===== config.mk =====
export PLATFORM = sky130hd
export DESIGN_NAME = morse_timing_statistics_flat
export DESIGN_NICKNAME = d
export VERILOG_FILES = /design/src/design/mts_pkg.sv /design/src/design/mts_if.sv /design/src/design/morse_timing_statistics.sv /design/src/flat_wrapper.sv
export SDC_FILE = /design/constraint.sdc
export NUM_CORES = 2
export LEC_CHECK = 0
export BUFFER_PORTS_ARGS = -buffer_cell sky130_fd_sc_hd__buf_4
export CORE_MARGIN = 3
export CORE_UTILIZATION = 50
export CTS_BUF_LIST = sky130_fd_sc_hd__clkbuf_8
export CTS_CLUSTER_SIZE = 40
export DETAILED_ROUTE_END_ITERATION = 10
export PLACE_DENSITY = 0.67
export SYNTH_ARGS = -nofsm -noshare
export SYNTH_HDL_FRONTEND = slang
export SYNTH_SLANG_ARGS = --single-unit

===== constraint.sdc =====
create_clock -name clk -period 29.3 [get_ports clk]
set_input_delay 0 -clock clk [delete_from_list [all_inputs] [get_ports clk]]
set_output_delay 0 -clock clk [all_outputs]
set_load 0.005 [all_outputs]

===== src/design/mts_pkg.sv =====
// Package for the Morse timing statistics block: character codes, field widths,
// sequencer state type and the sample-update descriptor.
// No dependencies.
package mts_pkg;

	localparam logic [7:0] CHAR_DOT   = 8'h2E;
	localparam logic [7:0] CHAR_DASH  = 8'h2D;
	localparam logic [7:0] CHAR_SPACE = 8'h20;

	localparam logic [15:0] WEIGHT_RESET = 16'd58982;

	localparam int SYMBOL_W     = 8;
	localparam int WEIGHT_W     = 16;
	localparam int COUNT_OUT_W  = 32;
	localparam int MEAN_MARK_W  = 18;
	localparam int VAR_MARK_W   = 19;
	localparam int MEAN_SPACE_W = 19;
	localparam int VAR_SPACE_W  = 22;

	// sample lengths in dit units
	localparam logic [2:0] LEN_DIT        = 3'd1;
	localparam logic [2:0] LEN_DAH        = 3'd3;
	localparam logic [2:0] LEN_ELEM_GAP   = 3'd1;
	localparam logic [2:0] LEN_LETTER_GAP = 3'd3;
	localparam logic [2:0] LEN_WORD_GAP   = 3'd7;

	typedef enum logic [3:0] {
		S_IDLE,
		S_MUL_VAR,
		S_MUL_MEAN,
		S_MEAN_UPD,
		S_MUL_SQ,
		S_SQ_RND,
		S_MUL_VS,
		S_VAR_UPD,
		S_DONE
	} state_t;

	typedef enum logic {
		KIND_MARK,
		KIND_SPACE
	} sample_kind_t;

	typedef struct packed {
		sample_kind_t kind;
		logic [2:0]   len;
	} sample_op_t;

endpackage


===== src/design/mts_if.sv =====
// Valid/ready channel interfaces of the Morse timing statistics block:
// symbol input, statistics output and weight write channel. Uses mts_pkg.
interface mts_in_if;
	import mts_pkg::*;
	logic                valid;
	logic                ready;
	logic [SYMBOL_W-1:0] symbol;
	logic                last_of_string;

	modport source (output valid, output symbol, output last_of_string, input ready);
	modport sink (input valid, input symbol, input last_of_string, output ready);
endinterface

interface mts_out_if;
	import mts_pkg::*;
	logic                    valid;
	logic                    ready;
	logic [COUNT_OUT_W-1:0]  dit_count;
	logic [COUNT_OUT_W-1:0]  dah_count;
	logic [COUNT_OUT_W-1:0]  element_gap_count;
	logic [COUNT_OUT_W-1:0]  letter_gap_count;
	logic [COUNT_OUT_W-1:0]  word_gap_count;
	logic [MEAN_MARK_W-1:0]  mean_mark;
	logic [VAR_MARK_W-1:0]   var_mark;
	logic [MEAN_SPACE_W-1:0] mean_space;
	logic [VAR_SPACE_W-1:0]  var_space;

	modport source (
		output valid, output dit_count, output dah_count, output element_gap_count,
		output letter_gap_count, output word_gap_count, output mean_mark,
		output var_mark, output mean_space, output var_space, input ready
	);
	modport sink (
		input valid, input dit_count, input dah_count, input element_gap_count,
		input letter_gap_count, input word_gap_count, input mean_mark,
		input var_mark, input mean_space, input var_space, output ready
	);
endinterface

interface mts_cfg_if;
	import mts_pkg::*;
	logic                valid;
	logic                ready;
	logic [WEIGHT_W-1:0] data;

	modport source (output valid, output data, input ready);
	modport sink (input valid, input data, output ready);
endinterface


===== src/design/morse_timing_statistics.sv =====
// Morse timing statistics: element/letter/word gap counting and weighted
// mean/variance tracking on one shared multiplier. Uses mts_pkg and mts_if.
//
// channel   modport  carries                                   transaction
// symbols   sink     symbol, last_of_string                    one character
// stats     source   five counts, mark/space means, variances  one result per character
// cfg       sink     data (history weight, Q0.16)              one weight write
//
// Each weighted update runs 7 steps, S_MUL_VAR to S_VAR_UPD, through the single registered
// multiplier, a second update following the first; with none, S_IDLE goes straight to S_DONE.
// The block takes no character from acceptance until its result is loaded
// into the output register; it then accepts the next one while that result waits.
// A finished result holds in S_DONE while the previous one is not yet taken.
// arst_n restores all counts, means, variances, gap flags and the default weight.
module morse_timing_statistics #(
	parameter int COUNT_BITS = 32,
	parameter int FRAC_BITS  = 16
) (
	input logic       clk,
	input logic       arst_n,
	mts_cfg_if.sink   cfg,
	mts_in_if.sink    symbols,
	mts_out_if.source stats
);
	import mts_pkg::*;

	localparam int MUL_W  = FRAC_BITS + 6;
	localparam int PROD_W = 2 * MUL_W;
	localparam int SUM_W  = PROD_W + 1;
	localparam int MM_W   = FRAC_BITS + 2;
	localparam int MV_W   = FRAC_BITS + 3;
	localparam int SM_W   = FRAC_BITS + 3;
	localparam int SV_W   = FRAC_BITS + 6;
	localparam int DM_W   = FRAC_BITS + 4;
	localparam int W_SHL  = (FRAC_BITS >= 16) ? FRAC_BITS - 16 : 0;
	localparam int W_SHR  = (FRAC_BITS < 16) ? 16 - FRAC_BITS : 0;

	localparam logic [COUNT_BITS-1:0] COUNT_MAX = '1;
	localparam logic [FRAC_BITS:0]    ONE_Q     = {1'b1, {FRAC_BITS{1'b0}}};
	localparam logic [SUM_W-1:0] HALF_Q         = SUM_W'(1) << (FRAC_BITS - 1);
	localparam logic [SUM_W-1:0] MARK_MEAN_MAX  = SUM_W'(3) << FRAC_BITS;
	localparam logic [SUM_W-1:0] MARK_VAR_MAX   = SUM_W'(4) << FRAC_BITS;
	localparam logic [SUM_W-1:0] SPACE_MEAN_MAX = SUM_W'(7) << FRAC_BITS;
	localparam logic [SUM_W-1:0] SPACE_VAR_MAX  = SUM_W'(36) << FRAC_BITS;

	function automatic logic [COUNT_BITS-1:0] sat_add(input logic [COUNT_BITS-1:0] c,
	                                                 input logic [1:0] inc);
		logic [COUNT_BITS:0] s;
		s = {1'b0, c} + (COUNT_BITS + 1)'(inc);
		return s[COUNT_BITS] ? COUNT_MAX : s[COUNT_BITS-1:0];
	endfunction

	state_t state_q, state_d;

	logic [WEIGHT_W-1:0]   weight_q;
	logic [COUNT_BITS-1:0] dit_cnt_q, dah_cnt_q, eg_cnt_q, lg_cnt_q, wg_cnt_q;
	logic [MM_W-1:0]       mark_mean_q;
	logic [MV_W-1:0]       mark_var_q;
	logic [SM_W-1:0]       space_mean_q;
	logic [SV_W-1:0]       space_var_q;
	logic                  prev_elem_q, gap_pend_q, space_run_q;

	sample_op_t            op_q, op_next_q;
	logic                  second_q;
	logic [PROD_W-1:0]     prod_q, acc_q;
	logic [MUL_W-1:0]      diff_q, sq_q;

	logic                  out_valid_q;
	logic [COUNT_OUT_W-1:0] out_dit_q, out_dah_q, out_eg_q, out_lg_q, out_wg_q;
	logic [MEAN_MARK_W-1:0]  out_mean_mark_q;
	logic [VAR_MARK_W-1:0]   out_var_mark_q;
	logic [MEAN_SPACE_W-1:0] out_mean_space_q;
	logic [VAR_SPACE_W-1:0]  out_var_space_q;

	logic in_ready, in_accept, out_load;
	logic [MUL_W-1:0] mul_a, mul_b;

	// ---------------------------------------------------------------- weight
	logic [31:0]          w_ext;
	logic [FRAC_BITS-1:0] w;
	logic [FRAC_BITS:0]   omw;

	assign w_ext = (32'(weight_q) << W_SHL) >> W_SHR;
	assign w     = w_ext[FRAC_BITS-1:0];
	assign omw   = ONE_Q - {1'b0, w};

	// ---------------------------------------------------------------- character decode
	logic       is_dot, is_dash, is_space, is_elem;
	logic       prev_d, gap_d, run_d, consumed;
	logic       op_a_v, op_b_v, op_c_v;
	sample_op_t op_a, op_b, op_c, op0, op1;
	logic       has0, has1;
	logic       inc_dit, inc_dah, inc_eg, inc_wg;
	logic [1:0] inc_lg;

	assign is_dot   = (symbols.symbol == CHAR_DOT);
	assign is_dash  = (symbols.symbol == CHAR_DASH);
	assign is_space = (symbols.symbol == CHAR_SPACE);
	assign is_elem  = is_dot || is_dash;

	always_comb begin
		prev_d   = prev_elem_q;
		gap_d    = gap_pend_q;
		run_d    = space_run_q;
		consumed = 1'b0;
		op_a_v   = 1'b0;
		op_b_v   = 1'b0;
		op_c_v   = 1'b0;
		op_a     = '{kind: KIND_SPACE, len: LEN_ELEM_GAP};
		op_b     = '{kind: KIND_MARK, len: LEN_DIT};
		op_c     = '{kind: KIND_SPACE, len: LEN_LETTER_GAP};
		inc_dit  = 1'b0;
		inc_dah  = 1'b0;
		inc_eg   = 1'b0;
		inc_wg   = 1'b0;
		inc_lg   = 2'd0;

		// settle what the previous character left open
		if (prev_elem_q) begin
			if (is_elem) begin
				inc_eg = 1'b1;
				op_a_v = 1'b1;
			end
			prev_d = 1'b0;
		end else if (gap_pend_q) begin
			gap_d  = 1'b0;
			op_a_v = 1'b1;
			if (is_space) begin
				inc_wg   = 1'b1;
				op_a.len = LEN_WORD_GAP;
				run_d    = 1'b1;
				consumed = 1'b1;
			end else begin
				inc_lg   = 2'd1;
				op_a.len = LEN_LETTER_GAP;
			end
		end else if (space_run_q) begin
			if (is_space)
				consumed = 1'b1;
			else
				run_d = 1'b0;
		end

		if (!consumed) begin
			if (is_dot) begin
				inc_dit = 1'b1;
				op_b_v  = 1'b1;
				prev_d  = 1'b1;
			end else if (is_dash) begin
				inc_dah  = 1'b1;
				op_b_v   = 1'b1;
				op_b.len = LEN_DAH;
				prev_d   = 1'b1;
			end else begin
				gap_d = 1'b1;
			end
		end

		if (symbols.last_of_string) begin
			if (gap_d) begin
				inc_lg = inc_lg + 2'd1;
				op_c_v = 1'b1;
			end
			prev_d = 1'b0;
			gap_d  = 1'b0;
			run_d  = 1'b0;
		end

		// at most two updates per character; keep them in model order
		op0  = op_a_v ? op_a : (op_b_v ? op_b : op_c);
		op1  = (op_a_v && op_b_v) ? op_b : op_c;
		has0 = op_a_v || op_b_v || op_c_v;
		has1 = (op_a_v && op_b_v) || (op_a_v && op_c_v) || (op_b_v && op_c_v);
	end

	// ---------------------------------------------------------------- update arithmetic
	logic [DM_W-1:0]  omw_x, dmul;
	logic [SUM_W-1:0] mean_max, var_max;
	logic [SUM_W-1:0] mean_sum, mean_sh, mean_cl;
	logic [SUM_W-1:0] var_sum, var_sh, var_cl;
	logic [SUM_W-1:0] sq_sum;
	logic [MUL_W-1:0] mean_new, dq, diff, sq_new;
	logic [MUL_W-1:0] mean_sel, var_sel;

	assign omw_x = DM_W'(omw);

	always_comb begin
		case (op_q.len)
			LEN_DAH:      dmul = (omw_x << 1) + omw_x;
			LEN_WORD_GAP: dmul = (omw_x << 3) - omw_x;
			default:      dmul = omw_x;
		endcase
	end

	assign mean_max = (op_q.kind == KIND_SPACE) ? SPACE_MEAN_MAX : MARK_MEAN_MAX;
	assign var_max  = (op_q.kind == KIND_SPACE) ? SPACE_VAR_MAX : MARK_VAR_MAX;
	assign mean_sel = (op_q.kind == KIND_SPACE) ? MUL_W'(space_mean_q) : MUL_W'(mark_mean_q);
	assign var_sel  = (op_q.kind == KIND_SPACE) ? MUL_W'(space_var_q) : MUL_W'(mark_var_q);

	assign mean_sum = SUM_W'(prod_q) + (SUM_W'(dmul) << FRAC_BITS) + HALF_Q;
	assign mean_sh  = mean_sum >> FRAC_BITS;
	assign mean_cl  = (mean_sh > mean_max) ? mean_max : mean_sh;
	assign mean_new = MUL_W'(mean_cl);
	assign dq       = MUL_W'(op_q.len) << FRAC_BITS;
	assign diff     = (mean_new >= dq) ? mean_new - dq : dq - mean_new;

	assign sq_sum   = SUM_W'(prod_q) + HALF_Q;
	assign sq_new   = MUL_W'(sq_sum >> FRAC_BITS);

	assign var_sum  = SUM_W'(acc_q) + SUM_W'(prod_q) + HALF_Q;
	assign var_sh   = var_sum >> FRAC_BITS;
	assign var_cl   = (var_sh > var_max) ? var_max : var_sh;

	// ---------------------------------------------------------------- sequencer
	always_comb begin
		state_d = state_q;
		case (state_q)
			S_IDLE:     if (in_accept) state_d = has0 ? S_MUL_VAR : S_DONE;
			S_MUL_VAR:  state_d = S_MUL_MEAN;
			S_MUL_MEAN: state_d = S_MEAN_UPD;
			S_MEAN_UPD: state_d = S_MUL_SQ;
			S_MUL_SQ:   state_d = S_SQ_RND;
			S_SQ_RND:   state_d = S_MUL_VS;
			S_MUL_VS:   state_d = S_VAR_UPD;
			S_VAR_UPD:  state_d = second_q ? S_MUL_VAR : S_DONE;
			S_DONE:     if (out_load) state_d = S_IDLE;
			default:    state_d = S_IDLE;
		endcase
	end

	always_comb begin
		in_ready = 1'b0;
		out_load = 1'b0;
		mul_a    = '0;
		mul_b    = '0;
		case (state_q)
			S_IDLE: in_ready = 1'b1;
			S_MUL_VAR: begin
				mul_a = var_sel;
				mul_b = MUL_W'(w);
			end
			S_MUL_MEAN: begin
				mul_a = mean_sel;
				mul_b = MUL_W'(w);
			end
			S_MUL_SQ: begin
				mul_a = diff_q;
				mul_b = diff_q;
			end
			S_MUL_VS: begin
				mul_a = sq_q;
				mul_b = MUL_W'(omw);
			end
			S_DONE: out_load = !out_valid_q || stats.ready;
			default: ;
		endcase
	end

	assign in_accept     = symbols.valid && in_ready;
	assign symbols.ready = in_ready;
	assign cfg.ready     = 1'b1;

	// ---------------------------------------------------------------- state and statistics
	always_ff @(posedge clk or negedge arst_n) begin
		if (!arst_n) begin
			state_q      <= S_IDLE;
			weight_q     <= WEIGHT_RESET;
			dit_cnt_q    <= '0;
			dah_cnt_q    <= '0;
			eg_cnt_q     <= '0;
			lg_cnt_q     <= '0;
			wg_cnt_q     <= '0;
			mark_mean_q  <= MM_W'(2) << FRAC_BITS;
			mark_var_q   <= MV_W'(1) << FRAC_BITS;
			space_mean_q <= SM_W'(2) << FRAC_BITS;
			space_var_q  <= SV_W'(3) << FRAC_BITS;
			prev_elem_q  <= 1'b0;
			gap_pend_q   <= 1'b0;
			space_run_q  <= 1'b0;
			second_q     <= 1'b0;
			out_valid_q  <= 1'b0;
		end else begin
			state_q <= state_d;
			if (cfg.valid)
				weight_q <= cfg.data;
			if (in_accept) begin
				dit_cnt_q   <= sat_add(dit_cnt_q, {1'b0, inc_dit});
				dah_cnt_q   <= sat_add(dah_cnt_q, {1'b0, inc_dah});
				eg_cnt_q    <= sat_add(eg_cnt_q, {1'b0, inc_eg});
				lg_cnt_q    <= sat_add(lg_cnt_q, inc_lg);
				wg_cnt_q    <= sat_add(wg_cnt_q, {1'b0, inc_wg});
				prev_elem_q <= prev_d;
				gap_pend_q  <= gap_d;
				space_run_q <= run_d;
				second_q    <= has1;
			end
			if (state_q == S_MEAN_UPD) begin
				if (op_q.kind == KIND_SPACE)
					space_mean_q <= SM_W'(mean_cl);
				else
					mark_mean_q <= MM_W'(mean_cl);
			end
			if (state_q == S_VAR_UPD) begin
				if (op_q.kind == KIND_SPACE)
					space_var_q <= SV_W'(var_cl);
				else
					mark_var_q <= MV_W'(var_cl);
				second_q <= 1'b0;
			end
			if (out_load)
				out_valid_q <= 1'b1;
			else if (stats.ready)
				out_valid_q <= 1'b0;
		end
	end

	// ---------------------------------------------------------------- datapath registers
	always_ff @(posedge clk) begin
		if (in_accept) begin
			op_q      <= op0;
			op_next_q <= op1;
		end
		if (state_q == S_VAR_UPD && second_q)
			op_q <= op_next_q;
		case (state_q)
			S_MUL_VAR:  prod_q <= mul_a * mul_b;
			S_MUL_MEAN: begin
				acc_q  <= prod_q;
				prod_q <= mul_a * mul_b;
			end
			S_MEAN_UPD: diff_q <= diff;
			S_MUL_SQ:   prod_q <= mul_a * mul_b;
			S_SQ_RND:   sq_q   <= sq_new;
			S_MUL_VS:   prod_q <= mul_a * mul_b;
			default: ;
		endcase
		if (out_load) begin
			out_dit_q        <= COUNT_OUT_W'(dit_cnt_q);
			out_dah_q        <= COUNT_OUT_W'(dah_cnt_q);
			out_eg_q         <= COUNT_OUT_W'(eg_cnt_q);
			out_lg_q         <= COUNT_OUT_W'(lg_cnt_q);
			out_wg_q         <= COUNT_OUT_W'(wg_cnt_q);
			out_mean_mark_q  <= MEAN_MARK_W'(mark_mean_q);
			out_var_mark_q   <= VAR_MARK_W'(mark_var_q);
			out_mean_space_q <= MEAN_SPACE_W'(space_mean_q);
			out_var_space_q  <= VAR_SPACE_W'(space_var_q);
		end
	end

	assign stats.valid             = out_valid_q;
	assign stats.dit_count         = out_dit_q;
	assign stats.dah_count         = out_dah_q;
	assign stats.element_gap_count = out_eg_q;
	assign stats.letter_gap_count  = out_lg_q;
	assign stats.word_gap_count    = out_wg_q;
	assign stats.mean_mark         = out_mean_mark_q;
	assign stats.var_mark          = out_var_mark_q;
	assign stats.mean_space        = out_mean_space_q;
	assign stats.var_space         = out_var_space_q;

	// ---------------------------------------------------------------- assertions
	a_done_holds: assert property (@(posedge clk) disable iff (!arst_n)
		(state_q == S_DONE && out_valid_q && !stats.ready) |=> (state_q == S_DONE))
		else $error("finished result moved on while output stalled");

	a_means_in_range: assert property (@(posedge clk) disable iff (!arst_n)
		(SUM_W'(mark_mean_q) <= MARK_MEAN_MAX) && (SUM_W'(space_mean_q) <= SPACE_MEAN_MAX))
		else $error("weighted mean out of range");

	a_counts_monotonic: assert property (@(posedge clk) disable iff (!arst_n)
		(lg_cnt_q >= $past(lg_cnt_q)) && (dit_cnt_q >= $past(dit_cnt_q)))
		else $error("counter decreased");

	a_string_end_clears: assert property (@(posedge clk) disable iff (!arst_n)
		(in_accept && symbols.last_of_string) |=> (!prev_elem_q && !gap_pend_q && !space_run_q))
		else $error("gap state left open after string end");

endmodule


===== src/flat_wrapper.sv =====
// flat-port wrapper written by rule: the top's interface ports become plain ports
module morse_timing_statistics_flat import mts_pkg::*;
#(
	parameter int COUNT_BITS = 32,
	parameter int FRAC_BITS  = 16
)
  (clk, arst_n, cfg_valid, cfg_data, cfg_ready, symbols_valid, symbols_symbol, symbols_last_of_string, symbols_ready, stats_valid, stats_dit_count, stats_dah_count, stats_element_gap_count, stats_letter_gap_count, stats_word_gap_count, stats_mean_mark, stats_var_mark, stats_mean_space, stats_var_space, stats_ready);
  mts_cfg_if cfg_i ();
  mts_in_if symbols_i ();
  mts_out_if stats_i ();
  input logic clk;
  input logic arst_n;
  input wire logic [$bits(cfg_i.valid)-1:0] cfg_valid;
  input wire logic [$bits(cfg_i.data)-1:0] cfg_data;
  output wire logic [$bits(cfg_i.ready)-1:0] cfg_ready;
  input wire logic [$bits(symbols_i.valid)-1:0] symbols_valid;
  input wire logic [$bits(symbols_i.symbol)-1:0] symbols_symbol;
  input wire logic [$bits(symbols_i.last_of_string)-1:0] symbols_last_of_string;
  output wire logic [$bits(symbols_i.ready)-1:0] symbols_ready;
  output wire logic [$bits(stats_i.valid)-1:0] stats_valid;
  output wire logic [$bits(stats_i.dit_count)-1:0] stats_dit_count;
  output wire logic [$bits(stats_i.dah_count)-1:0] stats_dah_count;
  output wire logic [$bits(stats_i.element_gap_count)-1:0] stats_element_gap_count;
  output wire logic [$bits(stats_i.letter_gap_count)-1:0] stats_letter_gap_count;
  output wire logic [$bits(stats_i.word_gap_count)-1:0] stats_word_gap_count;
  output wire logic [$bits(stats_i.mean_mark)-1:0] stats_mean_mark;
  output wire logic [$bits(stats_i.var_mark)-1:0] stats_var_mark;
  output wire logic [$bits(stats_i.mean_space)-1:0] stats_mean_space;
  output wire logic [$bits(stats_i.var_space)-1:0] stats_var_space;
  input wire logic [$bits(stats_i.ready)-1:0] stats_ready;
  assign cfg_i.valid = cfg_valid;
  assign cfg_i.data = cfg_data;
  assign cfg_ready = cfg_i.ready;
  assign symbols_i.valid = symbols_valid;
  assign symbols_i.symbol = symbols_symbol;
  assign symbols_i.last_of_string = symbols_last_of_string;
  assign symbols_ready = symbols_i.ready;
  assign stats_valid = stats_i.valid;
  assign stats_dit_count = stats_i.dit_count;
  assign stats_dah_count = stats_i.dah_count;
  assign stats_element_gap_count = stats_i.element_gap_count;
  assign stats_letter_gap_count = stats_i.letter_gap_count;
  assign stats_word_gap_count = stats_i.word_gap_count;
  assign stats_mean_mark = stats_i.mean_mark;
  assign stats_var_mark = stats_i.var_mark;
  assign stats_mean_space = stats_i.mean_space;
  assign stats_var_space = stats_i.var_space;
  assign stats_i.ready = stats_ready;
  morse_timing_statistics #(.COUNT_BITS(COUNT_BITS), .FRAC_BITS(FRAC_BITS)) u_core (.clk(clk), .arst_n(arst_n), .cfg(cfg_i), .symbols(symbols_i), .stats(stats_i));
endmodule

==> flow_metrics.tcl <==
set metrics [dict create \
    critPathRequiredTime_ns 29.79 \
    rows 112 \
    pwr-share-clk_pct 13.9 \
    netlist_area_sq_um 48000 \
    max_freq_mhz 92.6 \
    crit_buf_inv 6 \
    power_density_nw_per_um2 102 \
    slew_headroom_pct 16.9 \
    use_met2_pct 44.4 \
    grt_overflow 0 \
    wirelength_um 137000 \
    ios 271 \
    start_kind "flop" \
    tightestPinTransition_ns 1.24 \
    layout.nets 5813 \
    grt_pass1_wl_um 212000 \
    post-route-period-util_pct 36.9 \
    end_kind "flop" \
    postRouteAntennaNets 0 \
    switching_power_mw 2.69 \
    pwr-share-comb_pct 61.9 \
    cts_num_sinks 638 \
    core_area_sq_um 94200 \
    yosysTopAreaCell "edfxtp_1" \
    yosysMostFrequentCell "nand2_1" \
    cts_tree "built" \
    grt_max_degree 157 \
    power_leakage_nw 24.3 \
    grt.busiest_layer "met2" \
    syn2layout_area_growth_pct 12.5 \
    clk_latency_ns 0.74 \
    die_area_sq_um 99700 \
    slowest_stage "a2111oi_0" \
    syn-instance-count 4779 \
    power_mw 5.50 \
    finalMaxSlewViolations 0 \
    peakVddDrop_mv 0.0679 \
    via_count 36900 \
    antenna_found_initial 7 \
    drc 0 \
    outcome "completed" \
    io_buffers 269 \
    path_max_fanout 15 \
    crit_type "flop to flop" \
    synthArstFlopShare_pct 41.2 \
    wire_per_inst_um 21.4 \
    drt_iter0_drc 3533 \
    grt.total_usage_pct 27.7 \
    hp-class "input pin to flop" \
    cpMostUsedCell "fa_1" \
    dp_hpwl_um 102000 \
    max_stage_delay_ns 1.04 \
    arrival_ns 11.29 \
    swShare_pct 48.8 \
    grt_util_met1_pct 37.7 \
    yosys.cell_types.count 101 \
    synth_edf_count 375 \
    avgSynthCellArea_sq_um 10.0 \
    stdcell_count 6408 \
    grt_pass1_vias 36200 \
    synthFlopType "edfxtp_1" \
    fp.dieH_um 316 \
    grtUsageMet3_pct 4.23 \
    gp_congestion 0.937 \
    cts_resized 0 \
    fin_setup_tns_ns 0 \
    placedCellCount 6178 \
    synth_warnings 0 \
    syn_nets 5522 \
    synth-seq-cells 638 \
    ys_seq_area_share_pct 37.2 \
    synth_top_area_share_pct 23.5 \
    cell_internal_pwr_mw 2.82 \
    skew_ns 0.0468 \
    rsz0062_at_grt "no" \
    final-hold-violation-count 0 \
    fin_crit_ns 10.80 \
    drive_gt1_share_pct 11.1 \
    max_cap_violations 0 \
    drt_first_pass_iters 6 \
    cts_buffers 95 \
    synthTopCellsByArea "edfxtp_1, fa_1, dfrtp_1" \
    cts.htree.levels 3 \
    finalSetupViolCount 0 \
    cts_setup_buffers 0 \
    cts_buffer_depth 3 \
    clkTransAtPathRegs_ns 0.07 \
    critPathTopFamily "adder cells" \
    die_x_um 316 \
    cts_root_buffer "clkbuf_8" \
    detail_route.vias_per_cell 5.75 \
    ys_top_cells_by_count "nand2_1, inv_1, fa_1" \
    pwr-share-seq_pct 24.2 \
    initial_core_util_pct 50.9 \
]
-- metrics by stage --
step                      util, %  cell area, sq um  setup slack, ns  hold WS [ns]
after floorplan                 -             48000            17.25        -0.296
after global routing         57.3             53900            18.01         0.100
after detailed placement     54.6             51400            18.58         0.148
after global placement       54.6             51400            18.81         0.138
after CTS                    57.3             53900            18.57        0.0688
final                        57.3             53900            18.50         0.114
-- logic make-up (layout without fill, tap and decap cells) --
kind of cell    count (synthesis)  after routing  synth area share, %
xor+xnor                      265            265                 4.97
flops                         638            638                 37.2
compound gates                714            714                 10.0
other cells                     1              3              0.00782
mux                            72             72                 1.57
buf+inv                       743           1116                 5.88
simple gates                 1632           1632                 15.5
fa+ha+maj                     714            714                 24.9
-- worst paths after layout --
| path | from | to | slack (ns) | cells after the start |
|---|---|---|---|---|
| max in group asynchronous | arst_n | u_core.dah_cnt_q[11] | 27.61 | 4 |
| max reg2reg | u_core.w[0] | u_core.prod_q[43] | 18.50 | 31 |
| min in group asynchronous | arst_n | u_core.w[12] | 0.39 | 3 |
| min reg2reg | u_core.lg_cnt_q[28] | u_core.stats.letter_gap_count[28] | 0.45 | 0 |
| max | u_core.w[0] | u_core.prod_q[43] | 18.50 | 31 |
| min | symbols_symbol[4] | u_core.gap_pend_q | 0.11 | 6 |
-- worst reg2reg max path, delay by kind of cell, from the launching register on --
kind	cells	cell delay, ns
AND/OR/NAND/NOR	5	1.22
adder cells (fa/ha/maj)	9	4.21
AO/OA/AOI/OAI	9	3.06
buffers and inverters	6	1.06
flip-flops	1	0.57
XOR/XNOR	2	0.44
-- per-layer routing --
layer / part of all wire, % / vias to the layer above
li1: - / 16800
met1: 42 / 18200
met2: 46 / 1514
met3: 7.3 / 345
met4: 4.7 / 0
met5: 0 / -
-- layout make-up --
type,count,area [sq um]
multi-input combinational,3398,27400
inverter,548,2060
tap,1254,1570
timing repair buffer,389,3080
sequential,638,17900
clock buffer,114,1570
antenna,2,5.00
clock inverter,65,452
fill,8241,40200
-- timing repair --
action | CTS | global route
setup endpoints to repair | 0 | 0
endpoints found under the hold margin | 147 | 0
hold buffers | 49 | 0
-- cells in the final DEF (no fill, tap or decap), types with 131 or more instances in the layout --
cell	count
nand2_1	778
ha_1	313
xnor2_1	132
edfxtp_1	375
buf_4	338
nand3_1	131
inv_1	574
nor2_1	294
dfrtp_1	249
a21oi_1	162
fa_1	400
-- power groups by stage --
stage	clock network [mW]	logic, mW	registers, mW
after floorplan	0	2.38	1.28
after global placement	0	3.30	1.34
after detailed placement	0	3.36	1.34
after CTS	0.777	3.39	1.33
after global routing	0.822	3.77	1.34
final	0.764	3.41	1.33
-- state kept, by name (all words and copies together), names as in the netlist, 19 cells and up --
signal,flops
u_core.stats.var_mark,19
u_core.stats.letter_gap_count,32
u_core.prod_q,44
u_core.lg_cnt_q,32
u_core.wg_cnt_q,32
u_core.space_mean_q,19
u_core.acc_q,44
u_core.stats.word_gap_count,32
u_core.eg_cnt_q,32
u_core.mark_var_q,19
u_core.dit_cnt_q,32
u_core.stats.var_space,22
u_core.dah_cnt_q,32
u_core.space_var_q,22
u_core.diff_q,22
u_core.stats.mean_space,19
u_core.sq_q,22
u_core.stats.dit_count,32
u_core.stats.dah_count,32
u_core.stats.element_gap_count,32
No activity file was read; power rests on OpenSTA's default activity.
